--- src/rtl/tls_client_hello_fingerprint_parser_top_macros.svh ---
// Assertion macros shared by the fingerprint parser RTL.
// Needs aclk and aresetn in the scope where a macro is used.
`ifndef TLS_CLIENT_HELLO_FINGERPRINT_PARSER_TOP_MACROS_SVH
`define TLS_CLIENT_HELLO_FINGERPRINT_PARSER_TOP_MACROS_SVH

// Same-cycle implication, checked outside reset
`define TCFP_ASSERT_NOW(lbl, ante, cons, msg) \
    lbl: assert property (@(posedge aclk) disable iff (!aresetn) (ante) |-> (cons)) \
        else $error(msg);

// Next-cycle implication, checked outside reset
`define TCFP_ASSERT_NEXT(lbl, ante, cons, msg) \
    lbl: assert property (@(posedge aclk) disable iff (!aresetn) (ante) |=> (cons)) \
        else $error(msg);

`endif

--- src/rtl/tcfp_pkg.sv ---
// Shared types, constants and helpers for the ClientHello fingerprint parser.
// No dependencies.
`timescale 1ns / 1ps

package tcfp_pkg;

    localparam int unsigned BYTE_W  = 8;
    localparam int unsigned WORD_W  = 16;
    localparam int unsigned KIND_W  = 3;

    localparam logic [WORD_W-1:0] RANDOM_BYTES = 16'd32;

    // Extension types with a parsed body
    localparam logic [WORD_W-1:0] EXT_SUPPORTED_GROUPS = 16'h000a;
    localparam logic [WORD_W-1:0] EXT_POINT_FORMATS    = 16'h000b;

    // Token kinds
    localparam logic [KIND_W-1:0] KIND_VERSION = 3'd0;
    localparam logic [KIND_W-1:0] KIND_CIPHER  = 3'd1;
    localparam logic [KIND_W-1:0] KIND_EXT     = 3'd2;
    localparam logic [KIND_W-1:0] KIND_GROUP   = 3'd3;
    localparam logic [KIND_W-1:0] KIND_PF      = 3'd4;
    localparam logic [KIND_W-1:0] KIND_END     = 3'd5;

    typedef struct packed {
        logic              valid;
        logic [KIND_W-1:0] kind;
        logic [WORD_W-1:0] value;
        logic              stream_end;
        logic              malformed;
    } tcfp_result_t;

    // GREASE: both bytes equal, low nibble 0xa (0x0a0a, 0x1a1a ... 0xfafa)
    function automatic logic is_grease(input logic [WORD_W-1:0] v);
        return (v[15:8] == v[7:0]) && (v[3:0] == 4'ha);
    endfunction

endpackage

--- src/rtl/tcfp_parser.sv ---
// Byte-serial ClientHello field walker: phase, counters and token decode.
// Depends on tcfp_pkg and the assertion macro header.
`timescale 1ns / 1ps
`include "tls_client_hello_fingerprint_parser_top_macros.svh"

module tcfp_parser (
    input  logic                     aclk,
    input  logic                     aresetn,
    input  logic                     accept,
    input  logic [7:0]               msg_byte,
    input  logic                     msg_last,
    output tcfp_pkg::tcfp_result_t   result
);

    typedef enum logic [3:0] {
        PH_VER       = 4'd0,
        PH_RAND      = 4'd1,
        PH_SID_LEN   = 4'd2,
        PH_SID_SKIP  = 4'd3,
        PH_CS_LEN    = 4'd4,
        PH_CS_LIST   = 4'd5,
        PH_COMP_LEN  = 4'd6,
        PH_COMP_SKIP = 4'd7,
        PH_EXTS_LEN  = 4'd8,
        PH_EXT_TYPE  = 4'd9,
        PH_EXT_SIZE  = 4'd10,
        PH_GRP_LEN   = 4'd11,
        PH_GRP_LIST  = 4'd12,
        PH_PF_LEN    = 4'd13,
        PH_PF_LIST   = 4'd14,
        PH_SKIP_BODY = 4'd15
    } phase_t;

    phase_t       phase_reg, phase_next;
    logic         half_sel_reg, half_sel_next;
    logic [7:0]   high_byte_reg, high_byte_next;
    logic [15:0]  skip_left_reg, skip_left_next;
    logic [15:0]  ext_type_reg, ext_type_next;
    logic [15:0]  ext_left_reg, ext_left_next;
    logic [15:0]  sub_left_reg, sub_left_next;

    logic [15:0]  pair_word;
    logic         in_ext_body;
    logic         have;
    logic         end_ok;
    logic [2:0]   kind;
    logic [15:0]  value;

    assign pair_word   = {high_byte_reg, msg_byte};
    assign in_ext_body = (phase_reg >= PH_GRP_LEN);

    always_comb begin
        phase_next     = phase_reg;
        half_sel_next  = half_sel_reg;
        high_byte_next = high_byte_reg;
        skip_left_next = skip_left_reg;
        ext_type_next  = ext_type_reg;
        ext_left_next  = ext_left_reg;
        sub_left_next  = sub_left_reg;
        have           = 1'b0;
        kind           = tcfp_pkg::KIND_END;
        value          = '0;
        end_ok         = 1'b0;

        // every byte inside an extension body counts against its size
        if (in_ext_body && ext_left_reg != 16'd0) begin
            ext_left_next = ext_left_reg - 16'd1;
        end

        case (phase_reg)
            PH_VER: begin
                if (!half_sel_reg) begin
                    high_byte_next = msg_byte;
                    half_sel_next  = 1'b1;
                end else begin
                    half_sel_next  = 1'b0;
                    have           = 1'b1;
                    kind           = tcfp_pkg::KIND_VERSION;
                    value          = pair_word;
                    skip_left_next = tcfp_pkg::RANDOM_BYTES;
                    phase_next     = PH_RAND;
                end
            end
            PH_RAND, PH_SID_SKIP, PH_COMP_SKIP: begin
                if (skip_left_reg != 16'd0) begin
                    skip_left_next = skip_left_reg - 16'd1;
                end
                if (skip_left_next == 16'd0) begin
                    case (phase_reg)
                        PH_RAND:     phase_next = PH_SID_LEN;
                        PH_SID_SKIP: phase_next = PH_CS_LEN;
                        default:     phase_next = PH_EXTS_LEN;
                    endcase
                end
            end
            PH_SID_LEN: begin
                skip_left_next = {8'd0, msg_byte};
                phase_next     = (msg_byte != 8'd0) ? PH_SID_SKIP : PH_CS_LEN;
            end
            PH_CS_LEN: begin
                if (!half_sel_reg) begin
                    high_byte_next = msg_byte;
                    half_sel_next  = 1'b1;
                end else begin
                    half_sel_next  = 1'b0;
                    skip_left_next = pair_word;
                    phase_next     = (pair_word != 16'd0) ? PH_CS_LIST : PH_COMP_LEN;
                end
            end
            PH_CS_LIST: begin
                if (!half_sel_reg) begin
                    high_byte_next = msg_byte;
                    half_sel_next  = 1'b1;
                end else begin
                    half_sel_next = 1'b0;
                    if (!tcfp_pkg::is_grease(pair_word)) begin
                        have  = 1'b1;
                        kind  = tcfp_pkg::KIND_CIPHER;
                        value = pair_word;
                    end
                end
                if (skip_left_reg != 16'd0) begin
                    skip_left_next = skip_left_reg - 16'd1;
                end
                // a lone trailing byte of an odd list is dropped
                if (skip_left_next == 16'd0) begin
                    half_sel_next = 1'b0;
                    phase_next    = PH_COMP_LEN;
                end
            end
            PH_COMP_LEN: begin
                skip_left_next = {8'd0, msg_byte};
                phase_next     = (msg_byte != 8'd0) ? PH_COMP_SKIP : PH_EXTS_LEN;
            end
            PH_EXTS_LEN: begin
                if (!half_sel_reg) begin
                    high_byte_next = msg_byte;
                    half_sel_next  = 1'b1;
                end else begin
                    half_sel_next = 1'b0;
                    phase_next    = PH_EXT_TYPE;
                end
            end
            PH_EXT_TYPE: begin
                if (!half_sel_reg) begin
                    high_byte_next = msg_byte;
                    half_sel_next  = 1'b1;
                end else begin
                    half_sel_next = 1'b0;
                    ext_type_next = pair_word;
                    phase_next    = PH_EXT_SIZE;
                    if (!tcfp_pkg::is_grease(pair_word)) begin
                        have  = 1'b1;
                        kind  = tcfp_pkg::KIND_EXT;
                        value = pair_word;
                    end
                end
            end
            PH_EXT_SIZE: begin
                if (!half_sel_reg) begin
                    high_byte_next = msg_byte;
                    half_sel_next  = 1'b1;
                end else begin
                    half_sel_next = 1'b0;
                    ext_left_next = pair_word;
                    if (pair_word == 16'd0) begin
                        phase_next = PH_EXT_TYPE;
                    end else if (ext_type_reg == tcfp_pkg::EXT_SUPPORTED_GROUPS) begin
                        phase_next = PH_GRP_LEN;
                    end else if (ext_type_reg == tcfp_pkg::EXT_POINT_FORMATS) begin
                        phase_next = PH_PF_LEN;
                    end else begin
                        phase_next = PH_SKIP_BODY;
                    end
                end
            end
            PH_GRP_LEN: begin
                if (!half_sel_reg) begin
                    high_byte_next = msg_byte;
                    half_sel_next  = 1'b1;
                end else begin
                    half_sel_next = 1'b0;
                    sub_left_next = pair_word;
                    phase_next    = (pair_word != 16'd0) ? PH_GRP_LIST : PH_SKIP_BODY;
                end
            end
            PH_GRP_LIST: begin
                if (!half_sel_reg) begin
                    high_byte_next = msg_byte;
                    half_sel_next  = 1'b1;
                end else begin
                    half_sel_next = 1'b0;
                    if (!tcfp_pkg::is_grease(pair_word)) begin
                        have  = 1'b1;
                        kind  = tcfp_pkg::KIND_GROUP;
                        value = pair_word;
                    end
                end
                if (sub_left_reg != 16'd0) begin
                    sub_left_next = sub_left_reg - 16'd1;
                end
                if (sub_left_next == 16'd0) begin
                    half_sel_next = 1'b0;
                    phase_next    = PH_SKIP_BODY;
                end
            end
            PH_PF_LEN: begin
                sub_left_next = {8'd0, msg_byte};
                phase_next    = (msg_byte != 8'd0) ? PH_PF_LIST : PH_SKIP_BODY;
            end
            PH_PF_LIST: begin
                // point formats are never filtered
                have  = 1'b1;
                kind  = tcfp_pkg::KIND_PF;
                value = {8'd0, msg_byte};
                if (sub_left_reg != 16'd0) begin
                    sub_left_next = sub_left_reg - 16'd1;
                end
                if (sub_left_next == 16'd0) begin
                    phase_next = PH_SKIP_BODY;
                end
            end
            default: begin
            end
        endcase

        // extension size governs: a sublist is cut at the extension end
        if (in_ext_body && ext_left_next == 16'd0) begin
            half_sel_next = 1'b0;
            phase_next    = PH_EXT_TYPE;
        end

        if (msg_last) begin
            end_ok = (phase_next == PH_EXT_TYPE || phase_next == PH_EXTS_LEN)
                     && !half_sel_next;
            phase_next     = PH_VER;
            half_sel_next  = 1'b0;
            skip_left_next = '0;
            ext_type_next  = '0;
            ext_left_next  = '0;
            sub_left_next  = '0;
        end
    end

    assign result.valid      = have || msg_last;
    assign result.kind       = kind;
    assign result.value      = value;
    assign result.stream_end = msg_last;
    assign result.malformed  = msg_last && !end_ok;

    always_ff @(posedge aclk) begin
        if (!aresetn) begin
            phase_reg     <= PH_VER;
            half_sel_reg  <= 1'b0;
            skip_left_reg <= '0;
            ext_type_reg  <= '0;
            ext_left_reg  <= '0;
            sub_left_reg  <= '0;
        end else if (accept) begin
            phase_reg     <= phase_next;
            half_sel_reg  <= half_sel_next;
            skip_left_reg <= skip_left_next;
            ext_type_reg  <= ext_type_next;
            ext_left_reg  <= ext_left_next;
            sub_left_reg  <= sub_left_next;
        end
    end

    always_ff @(posedge aclk) begin
        if (accept) begin
            high_byte_reg <= high_byte_next;
        end
    end

    `TCFP_ASSERT_NEXT(a_last_restarts, accept && msg_last, phase_reg == PH_VER && !half_sel_reg, "parser did not restart after final byte")
    `TCFP_ASSERT_NOW(a_body_has_size, in_ext_body, ext_left_reg != 16'd0, "extension body phase with no bytes left")

endmodule

--- src/rtl/tls_client_hello_fingerprint_parser_top.sv ---
// Channel | Dir | Bits (low to high)
// s_      | in  | tdata: msg_byte[7:0]; tlast: msg_last
// m_      | out | tdata: token_kind[2:0], token_value[18:3], zero[23:19];
//         |     | tlast: stream_end; tuser: malformed
// One byte per cycle while s_tready is high; a token is registered and appears on m_ in
// the cycle after its final byte. Rate is set by the parser phase/counter update.
// aresetn is synchronous, active low; it returns the parser to the version field.
// s_tready drops only while a result is held and m_tready is low.
`timescale 1ns / 1ps
`include "tls_client_hello_fingerprint_parser_top_macros.svh"

module tls_client_hello_fingerprint_parser_top (
    input  logic        aclk,
    input  logic        aresetn,
    input  logic        s_tvalid,
    output logic        s_tready,
    input  logic [7:0]  s_tdata,   // msg_byte[7:0]
    input  logic        s_tlast,
    output logic        m_tvalid,
    input  logic        m_tready,
    output logic [23:0] m_tdata,   // token_kind[2:0], token_value[18:3], zero[23:19]
    output logic        m_tlast,
    output logic [0:0]  m_tuser    // malformed[0]
);

    tcfp_pkg::tcfp_result_t result;
    logic                   accept;
    logic                   m_valid_reg;
    logic [2:0]             kind_reg;
    logic [15:0]            value_reg;
    logic                   end_reg;
    logic                   malformed_reg;

    assign s_tready = !m_valid_reg || m_tready;
    assign accept   = s_tvalid && s_tready;

    tcfp_parser u_parser (
        .aclk     (aclk),
        .aresetn  (aresetn),
        .accept   (accept),
        .msg_byte (s_tdata),
        .msg_last (s_tlast),
        .result   (result)
    );

    always_ff @(posedge aclk) begin
        if (!aresetn) begin
            m_valid_reg <= 1'b0;
        end else if (s_tready) begin
            m_valid_reg <= accept && result.valid;
        end
    end

    always_ff @(posedge aclk) begin
        if (s_tready) begin
            kind_reg      <= result.kind;
            value_reg     <= result.value;
            end_reg       <= result.stream_end;
            malformed_reg <= result.malformed;
        end
    end

    assign m_tvalid = m_valid_reg;
    assign m_tdata  = {5'd0, value_reg, kind_reg};
    assign m_tlast  = end_reg;
    assign m_tuser  = malformed_reg;

    `TCFP_ASSERT_NEXT(a_last_gives_item, accept && s_tlast, m_tvalid && m_tlast, "final byte gave no end item")
    `TCFP_ASSERT_NOW(a_malformed_at_end, m_tvalid && m_tuser[0], m_tlast, "malformed flag away from end item")
    `TCFP_ASSERT_NOW(a_end_kind_at_end, m_tvalid && kind_reg == tcfp_pkg::KIND_END, m_tlast && value_reg == 16'd0, "end-only item not at stream end")
    `TCFP_ASSERT_NOW(a_kind_range, m_tvalid, kind_reg != 3'd6 && kind_reg != 3'd7, "token kind out of range")

endmodule

--- config.mk ---
export PLATFORM = sky130hd
export DESIGN_NAME = tls_client_hello_fingerprint_parser_top
export DESIGN_NICKNAME = d
export VERILOG_FILES = /design/src/rtl/tcfp_pkg.sv /design/src/rtl/tcfp_parser.sv /design/src/rtl/tls_client_hello_fingerprint_parser_top.sv
export VERILOG_INCLUDE_DIRS = /design/src /design/src/rtl
export SDC_FILE = /design/constraint.sdc
export NUM_CORES = 1
export LEC_CHECK = 0
export BUFFER_PORTS_ARGS = -buffer_cell sky130_fd_sc_hd__buf_2
export CELL_PAD_IN_SITES_DETAIL_PLACEMENT = 0
export CELL_PAD_IN_SITES_GLOBAL_PLACEMENT = 1
export CORE_UTILIZATION = 35
export DETAILED_ROUTE_END_ITERATION = 16
export PLACE_DENSITY_LB_ADDON = 0.1
export SLEW_MARGIN = 0
export SYNTH_ARGS = -nofsm -noshare
export SYNTH_HDL_FRONTEND = slang
export SYNTH_SLANG_ARGS = --single-unit
--- constraint.sdc ---
create_clock -name aclk -period 10.5 [get_ports aclk]
set_clock_uncertainty 0.2 [all_clocks]
set_input_delay 2.625 -clock aclk [delete_from_list [all_inputs] [get_ports aclk]]
set_output_delay 2.625 -clock aclk [all_outputs]
set_load 0.02 [all_outputs]
==> results by group, run 1 <==
Outcome
  • Outcome: completed

Power
  • Areal power density over the cells: 121 mW/mm²
  • Maximum vdd drop: 0.0954 mV
  • Leakage power summed over all cells: 2.42 nW
  • Total Power: 0.844 mW

Layout
  • Area occupied by registers: 0.00227 mm²
  • Post-route core utilization: 39.0%
  • Summed area of non-filler cells in the final layout: 0.00698 mm²
  • Area grow syn2layout: 9.14%
  • Total area of multi-input combinational cells: 0.00381 mm²
  • Share of layout cells above drive strength 1: 9.22%
  • Fin nets: 795
  • Final Instance Count excl. Fillers: 1010
  • Number of inserted filler cells in the final layout: 1865
  • Count of inserted antenna diode cells: 0

Timing
  • # setup viols final: 0
  • Setup repair after global routing missed its margin: false
  • Final worst-path cycle share: 63.3%
  • Setup Total Neg Slack: 0 ns
  • Final Hold Vio Count: 0
  • Final critical-path required period: 6.64 ns
  • Transition time at the pin with the least slew margin: 1.18 ns
  • Slew Limit Fails: 0
  • Max Clk Rate: 151 MHz
  • Worst slew slack as a fraction of its limit: 21.0%

Place
  • HPWL Detailed: 13600 µm
  • Placer congestion estimate: 0.828
  • Port Buf Inserts: 35
  • Number of cells in the design after placement: 994
  • DP Area: 0.00667 mm²

Yosys
  • YS warnings: 0
  • Distinct cell type count of the synthesized netlist: 69
  • Syn avg cell area: 8.18 µm²
  • EDFF count, synth: 29
  • Most common flop cell mapped by yosys: sky130_fd_sc_hd__dfxtp_1
  • Synthesized cell area: 0.00639 mm²
  • Cell count after synthesis: 781
  • Sequential share of the synthesized area: 35.5%
  • Share of flip-flops with an asynchronous set or reset after synthesis: 0%
  • Number of synthesized register bits: 99

CTS
  • Number of sinks handled by clock tree synthesis: 99
  • H-Tree Depth: 3
  • TritonCTS clock tree: built
  • Buffers inserted during post-CTS setup optimization: 0
  • Number of buffers between clock root and the deepest sink: 2
  • Number of buffers added by the clock tree synthesis step: 9
  • Latest clock arrival within the worst-skew pair: 0.37 ns
  • Clk root buf: sky130_fd_sc_hd__clkbuf_16
  • Clock edge transition at the registers on the reported setup and hold paths: 0.07 ns
  • CTS Hold Buffers Added: 0
  • Post-CTS Resized: 0

Global routing
  • Number of antenna violations at the first check in global routing: 0
  • Number of global-route vias before repair: 5460
  • Overall track demand over capacity in global routing: 22.6%
  • Global-route congestion overflow total: 0
  • Global-route wire length before repair: 32100 µm
  • Largest net degree at the start of global routing: 72

Floorplanning
  • Floorplan Core Area: 0.0179 mm²
  • Full die area: 0.0188 mm²
  • Initial Util: 35.7%
  • I/O pin count: 41
  • Rows: 49
  • Vert. Die Dim: 137 µm
  • Die W: 137 µm

Route
  • Violation count after the first detailed-route iteration: 488
  • Number of remaining DRC errors: 0
  • Post-detailed-routing wire length: 20700 µm
  • Detail-routed net length per standard cell: 20.5 µm
  • Mean number of vias per cell: 5.89
  • Number of routed nets with antenna violations: 0
  • Router iterations before antenna repair: 5
  • Total number of vias: 5950

Hold path
  • Worst hold path class: reg2reg

Setup path
  • Largest incremental delay on the critical path: 0.80 ns
  • Largest fanout on the critical path: 25
  • Crit start category: primary input
  • Required time at the endpoint of the critical path: 7.68 ns
  • Critical-path top delay cell: sky130_fd_sc_hd__nand2b_1
  • Crit-path cells: buf_2, nand2b_1, buf_2
  • Arrival time at the worst endpoint: 3.82 ns
  • Cell type with the highest occurrence count on the critical path: sky130_fd_sc_hd__buf_2
  • Startpoint-to-endpoint class of the critical path: in2out
  • Capturing element type of the critical path: primary output

Run
  • Max_cap viols: 0
## power breakdown
group / leakage, nW / internal (mW) / switching (mW)
logic: 1.40 / 0.0244 / 0.0529
clock network: 0.146 / 0.170 / 0.179
registers: 0.879 / 0.403 / 0.0140
## per-layer routing
| metal | share of wire, % | up-vias | global-route usage, % |
|---|---|---|---|
| li1 | - | 2871 | - |
| met1 | 49 | 2875 | 32.2 |
| met2 | 45 | 177 | 34.7 |
| met3 | 4.9 | 27 | 3.48 |
| met4 | 1.7 | 0 | 6.72 |
| met5 | 0 | - | 0 |
## through the flow
stage	setup WS, ns	hold slack [ns]
after floorplan	4.32	0.280
after global placement	3.87	0.294
after detailed placement	3.83	0.305
after CTS	3.83	0.326
after global routing	3.71	0.349
final	3.86	0.332
## cells in the final DEF (no fill, tap or decap), drive strengths merged, types with 13 or more instances in the layout
master / instances
a21oi: 24
a22oi: 52
and2: 17
buf: 43
dfxtp: 70
edfxtp: 29
inv: 21
nand2: 73
nor2: 33
nor2b: 68
nor3: 34
nor4: 21
o21ai: 62
or3: 13
or4: 16
xnor2: 20
## cells in the mapped netlist (3+ instances only)
master	number	area share, %
sky130_fd_sc_hd__a21oi_1	24	1.9
sky130_fd_sc_hd__a211oi_1	8	0.94
sky130_fd_sc_hd__a22oi_1	52	6.1
sky130_fd_sc_hd__a21o_1	4	0.47
sky130_fd_sc_hd__or3_1	13	1.3
sky130_fd_sc_hd__nand2_1	73	4.3
sky130_fd_sc_hd__inv_1	18	1.1
sky130_fd_sc_hd__nor4b_1	5	0.69
sky130_fd_sc_hd__nand4_1	11	1.1
sky130_fd_sc_hd__ha_1	6	1.2
sky130_fd_sc_hd__o211ai_1	8	0.94
sky130_fd_sc_hd__nor2_1	33	1.9
sky130_fd_sc_hd__clkbuf_1	51	3.0
sky130_fd_sc_hd__a2111o_1	4	0.70
sky130_fd_sc_hd__o21ai_0	60	4.7
sky130_fd_sc_hd__nor4_1	19	1.9
sky130_fd_sc_hd__o31ai_1	7	0.82
sky130_fd_sc_hd__nand3_1	12	0.94
sky130_fd_sc_hd__or3b_2	3	0.41
sky130_fd_sc_hd__buf_4	5	0.59
sky130_fd_sc_hd__and3_1	3	0.29
sky130_fd_sc_hd__or4_1	15	1.8
sky130_fd_sc_hd__nand2b_1	9	0.88
sky130_fd_sc_hd__dfxtp_1	70	22
sky130_fd_sc_hd__buf_1	5	0.29
sky130_fd_sc_hd__nor3_1	33	2.6
sky130_fd_sc_hd__o41ai_1	3	0.41
sky130_fd_sc_hd__and2_1	17	1.7
sky130_fd_sc_hd__a2111oi_0	5	0.69
sky130_fd_sc_hd__a31oi_1	9	0.88
sky130_fd_sc_hd__a21boi_0	10	1.2
sky130_fd_sc_hd__xor2_1	12	1.6
sky130_fd_sc_hd__nor2b_1	68	6.7
sky130_fd_sc_hd__xnor2_1	20	2.7
sky130_fd_sc_hd__edfxtp_1	29	14
sky130_fd_sc_hd__mux2i_1	5	0.78
sky130_fd_sc_hd__a22o_1	7	0.96
## cell type report
class                   instances  area share, %
inverters                      18          0.968
flip-flops and latches         99           32.6
multi-input cells             605           54.6
repair buffers                 43           3.37
clock inverters                 7           1.15
clock buffers                   9           3.23
well taps                     229           4.11
## final timing paths
check | start | to | slack, ns | depth (start not counted)
worst max-delay path | m_tready | s_tready | 3.86 | 3
worst min-delay path | u_parser.ext_type_reg[1] | u_parser.ext_type_reg[1] | 0.33 | 2
worst max register to register | u_parser.sub_left_reg[0] | m_tuser | 6.41 | 10
worst min register to register | u_parser.ext_type_reg[1] | u_parser.ext_type_reg[1] | 0.33 | 2
## cells by family after synthesis
| family | count (synthesis) | synth area share, % |
|---|---|---|
| simple gates | 330 | 28.7 |
| flops | 99 | 35.5 |
| xor+xnor | 32 | 4.38 |
| mux | 7 | 1.14 |
| other cells | 1 | 0.0587 |
| compound gates | 225 | 23.9 |
| fa+ha+maj | 6 | 1.17 |
| buf+inv | 81 | 5.09 |
## worst max-delay path, delay by kind of cell
family,cells,cell delay (ns)
buf+inv,2,0.39
simple gates,1,0.80
No activity file was read; power rests on OpenSTA's default activity.
==> run 2, diff against run 1 <==
Clock period 10.5 ns to 6.64 ns, I/O delays scaled along.
==> run 2 against run 1 <==
  * Total power grew 58%
  * Critical path depth rose by 6
  * Combinational power rose by 59%
  * Routed wire length rose by 3.2%
  * Global-route usage increased by 0.78 points
  * Sequential cell count did not move
  * Critical path type is now in2reg
  * Highest routed layer unchanged
==> results by group, run 2 (same netlist as run 1, synthesis figures left out) <==
Outcome
  • Outcome: completed

Timing
  • Setup repair after global routing missed its margin: false
  • Final hold slack: 0.328 ns
  • Final worst-path cycle share: 66.5%
  • Worst slew slack as a fraction of its limit: 12.7%
  • Slack of the critical path: 2.22 ns
  • Setup Total Neg Slack: 0 ns
  • # setup viols final: 0
  • Transition time at the pin with the least slew margin: 1.30 ns
  • Final Hold Vio Count: 0
  • Final critical-path required period: 4.42 ns
  • Max Clk Rate: 226 MHz
  • Slew Limit Fails: 0

Floorplanning
  • Rows: 49
  • Floorplan Core Area: 0.0179 mm²
  • Full die area: 0.0188 mm²
  • Initial Util: 35.7%
  • Die W: 137 µm
  • I/O pin count: 41
  • Vert. Die Dim: 137 µm

Global routing
  • Number of global-route vias before repair: 5505
  • Global-route congestion overflow total: 0
  • Number of antenna violations at the first check in global routing: 1
  • Global-route wire length before repair: 32900 µm
  • Largest net degree at the start of global routing: 72
  • Overall track demand over capacity in global routing: 23.4%

Layout
  • Post-route core utilization: 39.1%
  • Most frequent cells in the layout: 73 x sky130_fd_sc_hd__nand2_1, 70 x sky130_fd_sc_hd__dfxtp_1, 68 x sky130_fd_sc_hd__nor2b_1
  • Final Instance Count excl. Fillers: 1014
  • Area grow syn2layout: 9.51%
  • Most common library cell in the layout ignoring fill and taps: sky130_fd_sc_hd__nand2_1
  • Share of layout cells above drive strength 1: 9.57%
  • Summed area of non-filler cells in the final layout: 0.00700 mm²
  • Fin nets: 798

CTS
  • H-Tree Depth: 3
  • Clock edge transition at the registers on the reported setup and hold paths: 0.07 ns
  • Latest clock arrival within the worst-skew pair: 0.37 ns
  • Number of sinks handled by clock tree synthesis: 99
  • Number of buffers between clock root and the deepest sink: 2
  • TritonCTS clock tree: built
  • CTS Hold Buffers Added: 0
  • Post-CTS Resized: 0
  • Number of buffers added by the clock tree synthesis step: 9
  • Clk root buf: sky130_fd_sc_hd__clkbuf_16
  • Buffers inserted during post-CTS setup optimization: 0

Power
  • Sequential Power Share: 49.4%
  • Switch Pwr: 0.389 mW
  • Internal power contribution: 0.948 mW
  • Switching power share of the total: 29.1%
  • Fraction of power consumed by combinational cells: 9.2%
  • Total Power: 1.34 mW
  • Part of the total power dissipated in the clock network: 41.4%
  • Leakage power summed over all cells: 2.44 nW
  • Maximum vdd drop: 0.128 mV
  • Areal power density over the cells: 191 mW/mm²

Hold path
  • Worst hold path class: reg2reg

Place
  • DP Area: 0.00669 mm²
  • Number of cells in the design after placement: 997
  • Setup Slack @ Placement: 1.95 ns
  • Placer congestion estimate: 0.901
  • Port Buf Inserts: 35
  • HPWL Detailed: 14400 µm

Route
  • Detail-routed net length per standard cell: 21.1 µm
  • Post-detailed-routing wire length: 21300 µm
  • Violation count after the first detailed-route iteration: 530
  • Mean number of vias per cell: 5.91
  • Number of routed nets with antenna violations: 0
  • Number of remaining DRC errors: 0
  • Router iterations before antenna repair: 5
  • Total number of vias: 5992

Setup path
  • Arrival time at the worst endpoint: 4.30 ns
  • Largest fanout on the critical path: 9
  • Required time at the endpoint of the critical path: 6.52 ns
  • Crit start category: primary input
  • Startpoint-to-endpoint class of the critical path: in2reg
  • Capturing element type of the critical path: register

Run
  • Max_cap viols: 0
==> run 2: cell count changes in the layout (fill, tap and decap cells not counted) <==
cell,delta
sky130_fd_sc_hd__inv_6,+1
sky130_fd_sc_hd__inv_8,+2
sky130_fd_sc_hd__clkinv_8,-1
sky130_fd_sc_hd__buf_4,+3
sky130_fd_sc_hd__diode_2,+1
sky130_fd_sc_hd__clkinv_4,-1
sky130_fd_sc_hd__clkinvlp_4,-1
==> run 2: final timing paths <==
| kind | start | end | slack [ns] | cells after the start |
|---|---|---|---|---|
| worst max-delay path | s_tdata[0] | m_tuser | 2.22 | 9 |
| worst min-delay path | u_parser.ext_type_reg[10] | u_parser.ext_type_reg[10] | 0.33 | 2 |
| worst max register to register | u_parser.phase_reg[3] | m_tuser | 2.55 | 8 |
| worst min register to register | u_parser.ext_type_reg[10] | u_parser.ext_type_reg[10] | 0.33 | 2 |
==> run 2: routing by layer <==
layer,vias to the layer above,wire length [µm],global-route usage [%]
li1,2886,-,-
met1,2906,10200,32.2
met2,177,9940,37.9
met3,23,812,3.67
met4,0,356,5.49
met5,-,0,0
==> run 2: critical path: stages <==
cell,delay (ns)
sky130_fd_sc_hd__buf_2,0.17
sky130_fd_sc_hd__nor4_1,0.39
sky130_fd_sc_hd__nand2_1,0.21
sky130_fd_sc_hd__nor4_1,0.61
sky130_fd_sc_hd__o21ai_0,0.22
sky130_fd_sc_hd__a211oi_1,0.34
sky130_fd_sc_hd__o21ai_0,0.15
sky130_fd_sc_hd__a311oi_1,0.37
sky130_fd_sc_hd__a41oi_1,0.18
==> run 2: final cells by class <==
| type | count | area, µm² |
|---|---|---|
| inverter | 18 | 67.6 |
| timing repair buffer | 46 | 258 |
| sequential | 99 | 2270 |
| multi-input combinational | 605 | 3810 |
| tap | 229 | 287 |
| clock inverter | 7 | 78.8 |
| antenna | 1 | 2.50 |
| fill | 1828 | 10900 |
| clock buffer | 9 | 225 |
==> run 2: power groups by stage <==
stage	Combinational [mW]	Clock [mW]	Sequential [mW]
3_5_place_dp	0.123	0	0.674
3_3_place_gp	0.123	0	0.675
5_1_grt	0.134	0.587	0.662
6_report	0.123	0.554	0.660
4_1_cts	0.123	0.568	0.660
2_1_floorplan	0.0726	0	0.671
==> run 3, diff against run 2 <==
Clock period 6.64 ns to 4.5 ns, I/O delays scaled along.
==> run 3 against run 2 <==
  * Critical path depth grew 1
  * Highest routed layer unchanged
  * Via count rose by 0.85%
  * Worst hold slack gained 0.0018 ns
  * Global-route usage rose by 0.55 points
  * Routed wire length up 1.7%
  * Sequential cell count unchanged
  * Die area stayed put
  * Cell count rose by 1.3%
==> results by group, run 3 (same netlist as run 1, synthesis figures left out) <==
Setup path
  • Arrival time at the worst endpoint: 3.69 ns
  • Startpoint of the worst register-to-register path: u_parser.sub_left_reg[0]
  • Startpoint of the worst setup timing path: u_parser.sub_left_reg[0]
  • Crit start category: register
  • Required time at the endpoint of the critical path: 4.38 ns
  • Largest fanout on the critical path: 6
  • Startpoint-to-endpoint class of the critical path: reg2reg
  • R2r endpoint: m_tuser
  • FF-to-FF setup slack: 0.69 ns
  • Capturing element type of the critical path: register
  • R2R cell count: 10

Timing
  • Max Clk Rate: 263 MHz
  • Final Hold Vio Count: 0
  • Final critical-path required period: 3.81 ns
  • Transition time at the pin with the least slew margin: 0.894 ns
  • # setup viols final: 0
  • Setup Total Neg Slack: 0 ns
  • Setup repair after global routing missed its margin: false
  • Worst slew slack as a fraction of its limit: 40.2%
  • Slew Limit Fails: 0
  • Final worst-path cycle share: 84.6%

Power
  • Leakage power summed over all cells: 2.51 nW
  • Areal power density over the cells: 283 mW/mm²
  • Maximum vdd drop: 0.192 mV
  • Total Power: 2.01 mW

Run
  • Max_cap viols: 0

Global routing
  • Overall track demand over capacity in global routing: 23.9%
  • Global-route wire length before repair: 33500 µm
  • Number of global-route vias before repair: 5718
  • Number of antenna violations at the first check in global routing: 0
  • Largest net degree at the start of global routing: 46
  • Global-route congestion overflow total: 0

Place
  • Placer congestion estimate: 0.934
  • Port Buf Inserts: 35
  • HPWL Detailed: 15000 µm

Route
  • Post-detailed-routing wire length: 21700 µm
  • Router iterations before antenna repair: 7
  • Mean number of vias per cell: 5.88
  • Violation count after the first detailed-route iteration: 411
  • Detail-routed net length per standard cell: 21.1 µm
  • Number of routed nets with antenna violations: 0
  • Number of remaining DRC errors: 0
  • Total number of vias: 6043

Layout
  • Most common library cell in the layout ignoring fill and taps: sky130_fd_sc_hd__nand2_1
  • Most frequent cells in the layout: 73 x sky130_fd_sc_hd__nand2_1, 70 x sky130_fd_sc_hd__dfxtp_1, 68 x sky130_fd_sc_hd__nor2b_1
  • Fin nets: 812
  • Area grow syn2layout: 11.3%
  • Share of layout cells above drive strength 1: 11.2%
  • Count of inserted antenna diode cells: 0

Floorplanning
  • Die W: 137 µm
  • I/O pin count: 41
  • Full die area: 0.0188 mm²
  • Vert. Die Dim: 137 µm
  • Floorplan Core Area: 0.0179 mm²
  • Initial Util: 35.7%
  • Rows: 49

CTS
  • H-Tree Depth: 3
  • CTS Hold Buffers Added: 0
  • Clock edge transition at the registers on the reported setup and hold paths: 0.08 ns
  • Clk root buf: sky130_fd_sc_hd__clkbuf_16
  • Number of sinks handled by clock tree synthesis: 99
  • Post-CTS Resized: 0
  • Number of buffers between clock root and the deepest sink: 2
  • Buffers inserted during post-CTS setup optimization: 0
  • Latest clock arrival within the worst-skew pair: 0.37 ns
  • Number of buffers added by the clock tree synthesis step: 9
  • TritonCTS clock tree: built

Hold path
  • Worst Min Path Start: u_parser.ext_type_reg[5]
  • Capture endpoint of the worst hold path: u_parser.ext_type_reg[5]
  • Worst hold path class: reg2reg
  • Cell depth of the worst min-delay path: 2

Outcome
  • Outcome: completed
run 3: changes by cell type in the layout (fill, tap and decap cells not counted), sizes merged:
cell	change
inv	-1
bufinv	+1
buf	+14
clkinvlp	+1
diode	-1
clkinv	-1
run 3: report_power, final:
| group | total (mW) | internal [mW] | leakage [nW] | switching, mW |
|---|---|---|---|---|
| combinational | 0.196 | 0.0622 | 1.48 | 0.134 |
| sequential | 0.966 | 0.940 | 0.879 | 0.0255 |
| clock | 0.851 | 0.448 | 0.152 | 0.403 |
| total | 2.01 | 1.45 | 2.51 | 0.562 |
run 3: critical path: stages, from the launching register on:
cell                      delay, ns
sky130_fd_sc_hd__dfxtp_1       0.35
sky130_fd_sc_hd__inv_1         0.09
sky130_fd_sc_hd__ha_1          0.15
sky130_fd_sc_hd__or4b_2        0.65
sky130_fd_sc_hd__or4_1         0.50
sky130_fd_sc_hd__and4b_1       0.24
sky130_fd_sc_hd__nor3_1        0.19
sky130_fd_sc_hd__nand4_1       0.17
sky130_fd_sc_hd__or4_1         0.50
sky130_fd_sc_hd__a31oi_1       0.30
sky130_fd_sc_hd__a41oi_1       0.18
run 3: how the worst max path moves through the flow:
stage / slack (ns) / depth (start not counted) / end
after detailed placement: 0.64 / 9 / m_tuser
after floorplan: 0.78 / 8 / u_parser.skip_left_reg[10]
after global routing: 0.52 / 10 / m_tuser
after CTS: 0.69 / 10 / m_tuser
final: 0.69 / 10 / m_tuser
after global placement: 0.81 / 10 / m_tuser
run 3: metal layers:
layer / global-route usage, % / wire (µm) / up-vias
li1: - / - / 2906
met1: 32.3 / 10100 / 2901
met2: 37.3 / 9690 / 191
met3: 3.59 / 1090 / 45
met4: 11.1 / 773 / 0
met5: 0 / 0 / -
run 3: stage by stage:
| stage | hold WS [ns] | cell area, µm² | utilization [%] | setup slack [ns] | cells |
|---|---|---|---|---|---|
| 6_report | 0.330 | 7110 | 39.7 | 0.692 | 1027 |
| 5_1_grt | 0.343 | 7110 | 39.7 | 0.524 | 1027 |
| 4_1_cts | 0.329 | 7110 | 39.7 | 0.692 | 1027 |
| 3_5_place_dp | 0.306 | 6800 | 38.0 | 0.644 | 1011 |
| 3_3_place_gp | 0.294 | 6800 | 38.0 | 0.814 | 1011 |
| 2_1_floorplan | 0.280 | 6410 | - | 0.785 | 785 |
run 3: area by class of cell:
type | instances | area, µm²
Inverter | 18 | 67.6
Clock inverter | 7 | 88.8
Tap cell | 229 | 287
Fill cell | 1868 | 10800
Clock buffer | 9 | 225
Multi-Input combinational cell | 605 | 3810
Sequential cell | 99 | 2270
Timing Repair Buffer | 60 | 363
